<file path="src/rtl/core/msa_pkg.sv">
// ----------------------------------------------------------------------------
// msa_pkg: shared definitions for the mean and standard deviation accumulator
// Widths of the running sums, the divider and root units, and the command
// and status bundles between the controller and the datapath.
// ----------------------------------------------------------------------------
package msa_pkg;

	localparam int SAMPLE_BITS_DEF = 16;
	localparam int COUNT_BITS_DEF  = 16;
	localparam int COUNT_RESET     = 2;

	localparam int OUT_BITS   = 16;
	localparam int SUM_W      = 32;
	localparam int SQSUM_W    = 48;
	localparam int DIVIDEND_W = 64;
	localparam int ROOT_IN_W  = SQSUM_W;
	localparam int ROOT_OUT_W = ROOT_IN_W / 2;

	typedef enum logic [1:0] {
		OP_MEAN,
		OP_SQ,
		OP_VAR
	} div_op_t;

	typedef struct packed {
		logic    accum;
		logic    clear_sums;
		logic    cfg_we;
		logic    stream;
		logic    stat_clear;
		logic    div_start;
		div_op_t div_op;
		logic    mean_cap;
		logic    sq_load;
		logic    diff_cap;
		logic    root_start;
		logic    dev_cap;
		logic    out_load;
	} cmd_t;

	typedef struct packed {
		logic div_done;
		logic root_done;
		logic cnt_zero;
		logic cnt_small;
	} status_t;

endpackage

</file>
<file path="src/rtl/core/mean_stddev_accumulator_top.sv">
// ----------------------------------------------------------------------------
// mean_stddev_accumulator_top: running mean and sample standard deviation
// Two Q8.8 sample streams are summed and squared-summed; a beat marked last
// produces the mean and sample standard deviation of each stream.
// ----------------------------------------------------------------------------
// Sample beats that are not marked last are taken one per cycle. A beat
// marked last closes the input while the batch statistics are formed:
// each stream runs three passes through a shared 64-step bit-serial divider
// and a 24-step root unit before the result is loaded and the input opens
// again (fewer passes when the count is below two). Samples of the next
// batch are taken while a finished result still waits on the output; only
// the next batch end then waits for the output to drain. The sample count
// register may be written at any time the block is idle and takes effect
// for the next batch end.
module mean_stddev_accumulator_top #(
	parameter int SAMPLE_BITS = msa_pkg::SAMPLE_BITS_DEF,
	parameter int COUNT_BITS  = msa_pkg::COUNT_BITS_DEF
) (
	input  logic                          clk,
	input  logic                          arst_n,
	input  logic                          cfg_valid,
	output logic                          cfg_ready,
	input  logic [COUNT_BITS-1:0]         cfg_data,
	input  logic                          in_valid,
	output logic                          in_ready,
	input  logic [SAMPLE_BITS-1:0]        fault_sample,
	input  logic [SAMPLE_BITS-1:0]        dist_sample,
	input  logic                          batch_last,
	output logic                          out_valid,
	input  logic                          out_ready,
	output logic [msa_pkg::OUT_BITS-1:0]  fault_mean,
	output logic [msa_pkg::OUT_BITS-1:0]  fault_stddev,
	output logic [msa_pkg::OUT_BITS-1:0]  dist_mean,
	output logic [msa_pkg::OUT_BITS-1:0]  dist_stddev,
	output logic                          count_too_small
);

	msa_pkg::cmd_t    cmd;
	msa_pkg::status_t status;

	msa_ctrl u_ctrl (
		.clk        (clk),
		.arst_n     (arst_n),
		.in_valid   (in_valid),
		.in_ready   (in_ready),
		.batch_last (batch_last),
		.out_valid  (out_valid),
		.out_ready  (out_ready),
		.cfg_valid  (cfg_valid),
		.cfg_ready  (cfg_ready),
		.status     (status),
		.cmd        (cmd)
	);

	msa_datapath #(
		.SAMPLE_BITS (SAMPLE_BITS),
		.COUNT_BITS  (COUNT_BITS)
	) u_dp (
		.clk             (clk),
		.arst_n          (arst_n),
		.cmd             (cmd),
		.status          (status),
		.cfg_data        (cfg_data),
		.fault_sample    (fault_sample),
		.dist_sample     (dist_sample),
		.fault_mean      (fault_mean),
		.fault_stddev    (fault_stddev),
		.dist_mean       (dist_mean),
		.dist_stddev     (dist_stddev),
		.count_too_small (count_too_small)
	);

endmodule

</file>
<file path="src/rtl/core/msa_div.sv">
// ----------------------------------------------------------------------------
// msa_div: iterative restoring divider
// Divides a 64-bit dividend by an unsigned divisor, one quotient bit per
// cycle. The quotient is valid in the cycle that done is high.
// ----------------------------------------------------------------------------
module msa_div #(
	parameter int DIVISOR_W = msa_pkg::COUNT_BITS_DEF
) (
	input  logic                            clk,
	input  logic                            arst_n,
	input  logic                            start,
	input  logic [msa_pkg::DIVIDEND_W-1:0]  dividend,
	input  logic [DIVISOR_W-1:0]            divisor,
	output logic [msa_pkg::DIVIDEND_W-1:0]  quotient,
	output logic                            done
);

	localparam int DW    = msa_pkg::DIVIDEND_W;
	localparam int CNT_W = $clog2(DW + 1);

	logic             busy_q;
	logic             done_q;
	logic [CNT_W-1:0] cnt_q;
	logic [DIVISOR_W-1:0] rem_q;
	logic [DIVISOR_W-1:0] den_q;
	logic [DW-1:0]        quo_q;

	logic [DIVISOR_W:0] shifted;
	logic               fits;

	assign shifted = {rem_q, quo_q[DW-1]};
	assign fits    = (shifted >= {1'b0, den_q});

	always_ff @(posedge clk or negedge arst_n) begin
		if (!arst_n) begin
			busy_q <= 1'b0;
			done_q <= 1'b0;
			cnt_q  <= '0;
		end else begin
			done_q <= 1'b0;
			if (start) begin
				busy_q <= 1'b1;
				cnt_q  <= CNT_W'(DW);
			end else if (busy_q) begin
				cnt_q <= cnt_q - CNT_W'(1);
				if (cnt_q == CNT_W'(1)) begin
					busy_q <= 1'b0;
					done_q <= 1'b1;
				end
			end
		end
	end

	always_ff @(posedge clk) begin
		if (start) begin
			quo_q <= dividend;
			rem_q <= '0;
			den_q <= divisor;
		end else if (busy_q) begin
			if (fits) begin
				rem_q <= DIVISOR_W'(shifted - {1'b0, den_q});
			end else begin
				rem_q <= shifted[DIVISOR_W-1:0];
			end
			quo_q <= {quo_q[DW-2:0], fits};
		end
	end

	assign quotient = quo_q;
	assign done     = done_q;

endmodule

</file>
<file path="src/rtl/core/msa_root.sv">
// ----------------------------------------------------------------------------
// msa_root: iterative integer floor square root
// Digit-by-digit root of a 48-bit value, one result bit per cycle.
// The result is valid in the cycle that done is high.
// ----------------------------------------------------------------------------
module msa_root (
	input  logic                            clk,
	input  logic                            arst_n,
	input  logic                            start,
	input  logic [msa_pkg::ROOT_IN_W-1:0]   operand,
	output logic [msa_pkg::ROOT_OUT_W-1:0]  root,
	output logic                            done
);

	localparam int W = msa_pkg::ROOT_IN_W;

	logic         busy_q;
	logic         done_q;
	logic [W-1:0] val_q;
	logic [W-1:0] res_q;
	logic [W-1:0] bit_q;

	logic [W:0] trial;
	logic       take;

	assign trial = {1'b0, res_q} + {1'b0, bit_q};
	assign take  = ({1'b0, val_q} >= trial);

	always_ff @(posedge clk or negedge arst_n) begin
		if (!arst_n) begin
			busy_q <= 1'b0;
			done_q <= 1'b0;
		end else begin
			done_q <= 1'b0;
			if (start) begin
				busy_q <= 1'b1;
			end else if (busy_q && bit_q[0]) begin
				busy_q <= 1'b0;
				done_q <= 1'b1;
			end
		end
	end

	always_ff @(posedge clk) begin
		if (start) begin
			val_q <= operand;
			res_q <= '0;
			bit_q <= W'(1) << (W - 2);
		end else if (busy_q) begin
			if (take) begin
				val_q <= W'({1'b0, val_q} - trial);
				res_q <= (res_q >> 1) + bit_q;
			end else begin
				res_q <= res_q >> 1;
			end
			bit_q <= bit_q >> 2;
		end
	end

	assign root = res_q[msa_pkg::ROOT_OUT_W-1:0];
	assign done = done_q;

endmodule

</file>
<file path="src/rtl/core/msa_datapath.sv">
// ----------------------------------------------------------------------------
// msa_datapath: accumulators and batch-end arithmetic
// Holds the running sums, the sample count register, the shared divider and
// root units, per-stream statistics and the output payload register.
// ----------------------------------------------------------------------------
module msa_datapath #(
	parameter int SAMPLE_BITS = msa_pkg::SAMPLE_BITS_DEF,
	parameter int COUNT_BITS  = msa_pkg::COUNT_BITS_DEF
) (
	input  logic                          clk,
	input  logic                          arst_n,
	input  msa_pkg::cmd_t                 cmd,
	output msa_pkg::status_t              status,
	input  logic [COUNT_BITS-1:0]         cfg_data,
	input  logic [SAMPLE_BITS-1:0]        fault_sample,
	input  logic [SAMPLE_BITS-1:0]        dist_sample,
	output logic [msa_pkg::OUT_BITS-1:0]  fault_mean,
	output logic [msa_pkg::OUT_BITS-1:0]  fault_stddev,
	output logic [msa_pkg::OUT_BITS-1:0]  dist_mean,
	output logic [msa_pkg::OUT_BITS-1:0]  dist_stddev,
	output logic                          count_too_small
);

	localparam int DW  = msa_pkg::DIVIDEND_W;
	localparam int SW  = msa_pkg::SUM_W;
	localparam int QW  = msa_pkg::SQSUM_W;
	localparam int OW  = msa_pkg::OUT_BITS;
	localparam logic [DW-1:0] SAMPLE_MAX = (DW'(1) << SAMPLE_BITS) - DW'(1);

	function automatic logic [OW-1:0] sat_out(input logic [DW-1:0] v);
		return (v > SAMPLE_MAX) ? SAMPLE_MAX[OW-1:0] : v[OW-1:0];
	endfunction

	logic [COUNT_BITS-1:0] count_q;
	logic [SW-1:0]         fault_sum_q;
	logic [SW-1:0]         dist_sum_q;
	logic [QW-1:0]         fault_sqsum_q;
	logic [QW-1:0]         dist_sqsum_q;
	logic [DW-1:0]         sq_q;
	logic [QW-1:0]         diff_q;
	logic [OW-1:0]         mean_q [2];
	logic [OW-1:0]         dev_q  [2];

	logic [2*SAMPLE_BITS-1:0] fault_sq;
	logic [2*SAMPLE_BITS-1:0] dist_sq;
	logic [SW-1:0]            sum_sel;
	logic [QW-1:0]            sqsum_sel;
	logic [DW-1:0]            sqsum_ext;
	logic [DW-1:0]            div_dividend;
	logic [COUNT_BITS-1:0]    div_divisor;
	logic [DW-1:0]            div_quo;
	logic                     div_done;
	logic [msa_pkg::ROOT_OUT_W-1:0] root_res;
	logic                     root_done;

	assign fault_sq  = fault_sample * fault_sample;
	assign dist_sq   = dist_sample * dist_sample;
	assign sum_sel   = cmd.stream ? dist_sum_q : fault_sum_q;
	assign sqsum_sel = cmd.stream ? dist_sqsum_q : fault_sqsum_q;
	assign sqsum_ext = DW'(sqsum_sel);

	always_comb begin
		unique case (cmd.div_op)
			msa_pkg::OP_MEAN: begin
				div_dividend = DW'(sum_sel);
				div_divisor  = count_q;
			end
			msa_pkg::OP_SQ: begin
				div_dividend = sq_q;
				div_divisor  = count_q;
			end
			msa_pkg::OP_VAR: begin
				div_dividend = DW'(diff_q);
				div_divisor  = count_q - COUNT_BITS'(1);
			end
			default: begin
				div_dividend = '0;
				div_divisor  = count_q;
			end
		endcase
	end

	msa_div #(
		.DIVISOR_W (COUNT_BITS)
	) u_div (
		.clk      (clk),
		.arst_n   (arst_n),
		.start    (cmd.div_start),
		.dividend (div_dividend),
		.divisor  (div_divisor),
		.quotient (div_quo),
		.done     (div_done)
	);

	msa_root u_root (
		.clk     (clk),
		.arst_n  (arst_n),
		.start   (cmd.root_start),
		.operand (div_quo[QW-1:0]),
		.root    (root_res),
		.done    (root_done)
	);

	always_ff @(posedge clk or negedge arst_n) begin
		if (!arst_n) begin
			count_q       <= COUNT_BITS'(msa_pkg::COUNT_RESET);
			fault_sum_q   <= '0;
			dist_sum_q    <= '0;
			fault_sqsum_q <= '0;
			dist_sqsum_q  <= '0;
		end else begin
			if (cmd.cfg_we) begin
				count_q <= cfg_data;
			end
			if (cmd.clear_sums) begin
				fault_sum_q   <= '0;
				dist_sum_q    <= '0;
				fault_sqsum_q <= '0;
				dist_sqsum_q  <= '0;
			end else if (cmd.accum) begin
				fault_sum_q   <= fault_sum_q + SW'(fault_sample);
				dist_sum_q    <= dist_sum_q + SW'(dist_sample);
				fault_sqsum_q <= fault_sqsum_q + QW'(fault_sq);
				dist_sqsum_q  <= dist_sqsum_q + QW'(dist_sq);
			end
		end
	end

	always_ff @(posedge clk) begin
		if (cmd.sq_load) begin
			sq_q <= DW'(sum_sel) * DW'(sum_sel);
		end
		// A square of the sum over the count above the sum of squares leaves a
		// negative variance, which is clamped to zero.
		if (cmd.diff_cap) begin
			diff_q <= (sqsum_ext > div_quo) ? QW'(sqsum_ext - div_quo) : '0;
		end
		if (cmd.stat_clear) begin
			mean_q[cmd.stream] <= '0;
			dev_q[cmd.stream]  <= '0;
		end else begin
			if (cmd.mean_cap) begin
				mean_q[cmd.stream] <= sat_out(div_quo);
			end
			if (cmd.dev_cap) begin
				dev_q[cmd.stream] <= sat_out(DW'(root_res));
			end
		end
		if (cmd.out_load) begin
			fault_mean      <= mean_q[0];
			fault_stddev    <= dev_q[0];
			dist_mean       <= mean_q[1];
			dist_stddev     <= dev_q[1];
			count_too_small <= (count_q < COUNT_BITS'(2));
		end
	end

	assign status.div_done  = div_done;
	assign status.root_done = root_done;
	assign status.cnt_zero  = (count_q == '0);
	assign status.cnt_small = (count_q < COUNT_BITS'(2));

endmodule

</file>
<file path="src/rtl/core/msa_ctrl.sv">
// ----------------------------------------------------------------------------
// msa_ctrl: sequencing controller
// Accepts samples, runs the batch-end sequence for each stream in turn and
// owns the output valid flag.
// ----------------------------------------------------------------------------
module msa_ctrl (
	input  logic              clk,
	input  logic              arst_n,
	input  logic              in_valid,
	output logic              in_ready,
	input  logic              batch_last,
	output logic              out_valid,
	input  logic              out_ready,
	input  logic              cfg_valid,
	output logic              cfg_ready,
	input  msa_pkg::status_t  status,
	output msa_pkg::cmd_t     cmd
);

	typedef enum logic [3:0] {
		ST_ACCUM,
		ST_MEAN_GO,
		ST_MEAN_WAIT,
		ST_SQ,
		ST_SQDIV_GO,
		ST_SQDIV_WAIT,
		ST_VDIV_GO,
		ST_VDIV_WAIT,
		ST_ROOT_WAIT,
		ST_NEXT,
		ST_OUT
	} state_t;

	state_t state_q;
	logic   strm_q;
	logic   out_valid_q;
	logic   out_free;
	logic   in_beat;

	assign in_ready  = (state_q == ST_ACCUM);
	assign in_beat   = in_valid && in_ready;
	assign out_free  = !out_valid_q || out_ready;
	assign out_valid = out_valid_q;
	assign cfg_ready = 1'b1;

	always_comb begin
		cmd            = '0;
		cmd.div_op     = msa_pkg::OP_MEAN;
		cmd.stream     = strm_q;
		cmd.cfg_we     = cfg_valid;
		cmd.accum      = in_beat;
		unique case (state_q)
			ST_ACCUM: begin
			end
			ST_MEAN_GO: begin
				cmd.stat_clear = 1'b1;
				cmd.div_start  = !status.cnt_zero;
			end
			ST_MEAN_WAIT: begin
				cmd.mean_cap = status.div_done;
			end
			ST_SQ: begin
				cmd.sq_load = 1'b1;
			end
			ST_SQDIV_GO: begin
				cmd.div_start = 1'b1;
				cmd.div_op    = msa_pkg::OP_SQ;
			end
			ST_SQDIV_WAIT: begin
				cmd.diff_cap = status.div_done;
			end
			ST_VDIV_GO: begin
				cmd.div_start = 1'b1;
				cmd.div_op    = msa_pkg::OP_VAR;
			end
			ST_VDIV_WAIT: begin
				cmd.root_start = status.div_done;
			end
			ST_ROOT_WAIT: begin
				cmd.dev_cap = status.root_done;
			end
			ST_NEXT: begin
			end
			ST_OUT: begin
				cmd.out_load   = out_free;
				cmd.clear_sums = out_free;
			end
			default: begin
			end
		endcase
	end

	always_ff @(posedge clk or negedge arst_n) begin
		if (!arst_n) begin
			state_q     <= ST_ACCUM;
			strm_q      <= 1'b0;
			out_valid_q <= 1'b0;
		end else begin
			if (out_valid_q && out_ready) begin
				out_valid_q <= 1'b0;
			end
			unique case (state_q)
				ST_ACCUM: begin
					if (in_beat && batch_last) begin
						strm_q  <= 1'b0;
						state_q <= ST_MEAN_GO;
					end
				end
				ST_MEAN_GO: begin
					state_q <= status.cnt_zero ? ST_NEXT : ST_MEAN_WAIT;
				end
				ST_MEAN_WAIT: begin
					if (status.div_done) begin
						state_q <= status.cnt_small ? ST_NEXT : ST_SQ;
					end
				end
				ST_SQ: begin
					state_q <= ST_SQDIV_GO;
				end
				ST_SQDIV_GO: begin
					state_q <= ST_SQDIV_WAIT;
				end
				ST_SQDIV_WAIT: begin
					if (status.div_done) begin
						state_q <= ST_VDIV_GO;
					end
				end
				ST_VDIV_GO: begin
					state_q <= ST_VDIV_WAIT;
				end
				ST_VDIV_WAIT: begin
					if (status.div_done) begin
						state_q <= ST_ROOT_WAIT;
					end
				end
				ST_ROOT_WAIT: begin
					if (status.root_done) begin
						state_q <= ST_NEXT;
					end
				end
				ST_NEXT: begin
					if (strm_q) begin
						state_q <= ST_OUT;
					end else begin
						strm_q  <= 1'b1;
						state_q <= ST_MEAN_GO;
					end
				end
				ST_OUT: begin
					if (out_free) begin
						out_valid_q <= 1'b1;
						state_q     <= ST_ACCUM;
					end
				end
				default: begin
					state_q <= ST_ACCUM;
				end
			endcase
		end
	end

endmodule

</file>
<file path="config.mk">
export PLATFORM = sky130hd
export DESIGN_NAME = mean_stddev_accumulator_top
export DESIGN_NICKNAME = d
export VERILOG_FILES = /design/src/rtl/core/msa_pkg.sv /design/src/rtl/core/mean_stddev_accumulator_top.sv /design/src/rtl/core/msa_div.sv /design/src/rtl/core/msa_root.sv /design/src/rtl/core/msa_datapath.sv /design/src/rtl/core/msa_ctrl.sv
export SDC_FILE = /design/constraint.sdc
export NUM_CORES = 2
export LEC_CHECK = 0
export ABC_CLOCK_PERIOD_IN_PS = 12500
export BUFFER_PORTS_ARGS = -buffer_cell sky130_fd_sc_hd__buf_2
export CORE_ASPECT_RATIO = 1.5
export CORE_MARGIN = 4
export CORE_UTILIZATION = 44
export CTS_CLUSTER_DIAMETER = 120
export DETAILED_ROUTE_END_ITERATION = 8
export MAX_ROUTING_LAYER = met4
export PLACE_DENSITY = 0.71
export SETUP_SLACK_MARGIN = 0.4
export SLEW_MARGIN = 10
export SYNTH_ARGS = -nofsm -noshare
export SYNTH_HDL_FRONTEND = slang
export SYNTH_SLANG_ARGS = --single-unit
</file>
<file path="constraint.sdc">
create_clock -name clk -period 12.5 [get_ports clk]
set_input_delay 1.25 -clock clk [delete_from_list [all_inputs] [get_ports clk]]
set_output_delay 1.25 -clock clk [all_outputs]
set_load 0.1 [all_outputs]
</file>
==> summary.md <==
| Metric | Value |
|---|---|
| Layout Skew | `0.0576 ns` |
| Max VDD drop | `321 uV` |
| Worst EP arrival | `11.53 ns` |
| Vias/cell | `5.61` |
| Final Hold Vio Count | `0` |
| Final period utilization | `0.888` |
| Final wirelength | `242 mm` |
| GR Util met3 | `0.0283` |
| WL per Instance | `21.9 um` |
| Synth Cell Area | `0.0816 mm2` |
| Setup TNS | `0 ns` |
| Post-CTS sizing | `0` |
| Post-Place Worst Slack | `1.48 ns` |
| RSZ-0062 raised after global routing | `false` |
| DP HPWL | `192 mm` |
| Fill cell count | `17,100` |
| Buf/Inv on CP | `5` |
| Number of clock sinks | `649` |
| Hold crit path type | `register to register` |
| Area Overhead vs Synth | `6.63%` |
| Initial Util | `0.443` |
| Die H | `535 um` |
| Die Width | `360 um` |
| DR iter-0 viols | `4,366` |
| Row count | `193` |
| Final worst slack | `1.40 ns` |
| Yosys warns | `0` |
| Clock Path Buffers | `3` |
| Final Setup Violations | `0` |
| Maxcap violations | `1` |
| Largest net degree at the start of global routing | `83` |
| Measured slew at the worst slew-check pin | `1.46 ns` |
| Layout cells sized above 1 | `0.0562` |
| First-pass GRT wire length | `378 mm` |
| Lkg Pwr | `42.2 nW` |
| Gr usage total | `0.258` |
| Core box area | `0.184 mm2` |
| Hold Slack | `0.380 ns` |
| CP delay by family, top | `adder cells` |
| H-Tree Level Count | `2` |
| CTS tree | `yes` |
| Cell variety after synth | `102` |
| GP Congestion | `1.05` |
| Cell count after synthesis | `8,613` |
| CP Capture Type | `register` |
| Antenna viol nets, final | `0` |
| Vias | `62,100` |
| Residual DRC count | `0` |
| Crit path time final | `11.10 ns` |
| Ys async rst share | `0.297` |
| Congestion Overflow GR | `0` |
| Worst path required time | `12.93 ns` |
| Top cells by area, synth | `fa_1 29%, edfxtp_1 14%, ha_1 11%` |
| GR Util met1 | `0.271` |
| Clk_lat worst skew | `0.69 ns` |
| Most common cell in the netlist | `inv_1` |
| Critical path class | `register to register` |
| Post-synth EDFFs | `368` |
| Most used DFF post-synth | `edfxtp_1` |
| Status | `complete, but fails checks` |
| Reg clk slew, reported paths | `0.06 ns` |
| Crit path top cell by count | `fa_1` |
| Synth cell count leaders | `1,704 x inv_1, 1,188 x fa_1, 720 x nand2_1` |
| PwrDens | `120 mW/mm2` |
| Non-Filler Instances | `11,100` |
| First drt pass iteration count | `6` |
| Synth Register Bits | `649` |
| CTS root buf | `clkbuf_16` |
| Final Max Slew Viols | `0` |
| Fmax | `0.0901 GHz` |
| Top Ports | `122` |
| Yosys top cell by area | `fa_1` |
| CTS Buf Count | `60` |
| Slew margin rel. | `0.0137` |
| Slowest-stage cell, CP | `dfrtp_4` |
| # placed instances | `10,900` |
| CP Launch Type | `register` |
| Vias in the first global route | `67,100` |
| GRT busiest layer | `met2` |
| CP max FO | `57` |
| Full die area | `0.192 mm2` |
| Synthesized Nets | `10,600` |
| Worst path max stage delay | `1.00 ns` |
| Violated checks | `capacitance limit` |
| Sequential fraction of the synthesis area | `0.216` |
| Final core occ | `0.472` |
| Post-CTS setup buffers | `0` |
| Yosys top cell area share | `0.292` |
| Global-route track usage on met2 | `0.452` |
| Syn_area_per_cell | `9.47 um2` |
| Fin nets | `10,500` |
| Initial antenna violation count | `4` |
| Number of buffers added on ports | `120` |
| CTS Hold Bufs | `0` |
## kinds of logic (layout without fill, tap and decap cells)
group,after synthesis,count (layout),synth area share
adder cells (fa/ha/maj),1887,1887,0.399
other,1,3,0.0000460
XOR/XNOR,415,415,0.0446
AND/OR/NAND/NOR,2044,2044,0.112
AO/OA/AOI/OAI,1439,1439,0.114
buffers and inverters,2020,2020,0.0942
flip-flops,649,649,0.216
multiplexers,158,158,0.0204
## routing by layer
| layer | share of wire | vias up |
|---|---|---|
| met5 | 0 | - |
| met4 | 0.093 | 0 |
| met3 | 0.054 | 922 |
| met2 | 0.50 | 2370 |
| met1 | 0.35 | 31100 |
| li1 | - | 27700 |
## power by group
part / switching, W / internal (W) / total (W)
Sequential: 0.000186 / 0.00237 / 0.00255
Combinational: 0.00336 / 0.00245 / 0.00581
Clock: 0.000915 / 0.00119 / 0.00210
Total: 0.00446 / 0.00600 / 0.0105
## state kept, by name (all words and copies together) (netlist names), 4 cells and up
name	count
u_dp.dev_q	32
u_ctrl.state_q	4
u_dp.sq_q	63
u_dp.fault_sqsum_q	48
dist_stddev	16
u_dp.u_root.val_q	48
fault_stddev	16
u_dp.mean_q	32
u_dp.u_root.bit_q	24
u_dp.u_div.cnt_q	7
u_dp.count_q	16
u_dp.u_div.rem_q	16
u_dp.u_div.quotient	64
u_dp.u_div.den_q	16
fault_mean	16
u_dp.u_root.res_q	48
u_dp.dist_sqsum_q	48
dist_mean	16
u_dp.dist_sum_q	32
u_dp.fault_sum_q	32
u_dp.diff_q	48
## placed cells by master, fill, tap and decap left out, types with 90 or more instances in the layout
master / count
dfrtp_1: 189
ha_1: 699
edfxtp_1: 368
fa_1: 1188
buf_2: 119
nand3_1: 103
xor2_1: 200
and2_1: 106
xnor2_1: 215
inv_1: 1703
a21oi_1: 395
nand2_1: 716
o21ai_0: 336
a21o_1: 152
nor2_1: 684
nor3_1: 90
## worst paths after layout
path,cells past startpoint,slack [ns],endpoint,startpoint
worst max-delay path,25,1.40,u_dp.sq_q[58]$_DFFE_PP_,u_ctrl.strm_q$_DFFE_PN0P_
worst min-delay path,0,0.38,fault_stddev[0]$_DFFE_PP_,u_dp.dev_q[0][0]$_DFFE_PP_
worst max register to register,25,1.40,u_dp.sq_q[58]$_DFFE_PP_,u_ctrl.strm_q$_DFFE_PN0P_
worst min register to register,0,0.38,fault_stddev[0]$_DFFE_PP_,u_dp.dev_q[0][0]$_DFFE_PP_
max in group asynchronous,3,9.69,u_dp.fault_sum_q[24]$_DFFE_PN0P_,arst_n
min in group asynchronous,1,0.52,u_dp.count_q[11]$_DFFE_PN0P_,arst_n
## stage by stage
step           cell area [um2]  total power, W
2_1_floorplan            81600         0.00700
3_3_place_gp             84700         0.00816
3_5_place_dp             84700         0.00831
4_1_cts                  87000          0.0105
5_1_grt                  87000          0.0113
6_report                 87000          0.0105
## area by class of cell
type	count	area, um2	share of cell area
multi-input cells	5944	56400	0.649
flip-flops and latches	649	17700	0.203
inverters	1714	6440	0.0740
well taps	2437	3050	0.0351
clock buffers	76	1660	0.0191
repair buffers	194	1170	0.0134
clock inverters	36	569	0.00655
diodes	2	5.00	0.0000575
(Power assumes the default switching activity.)
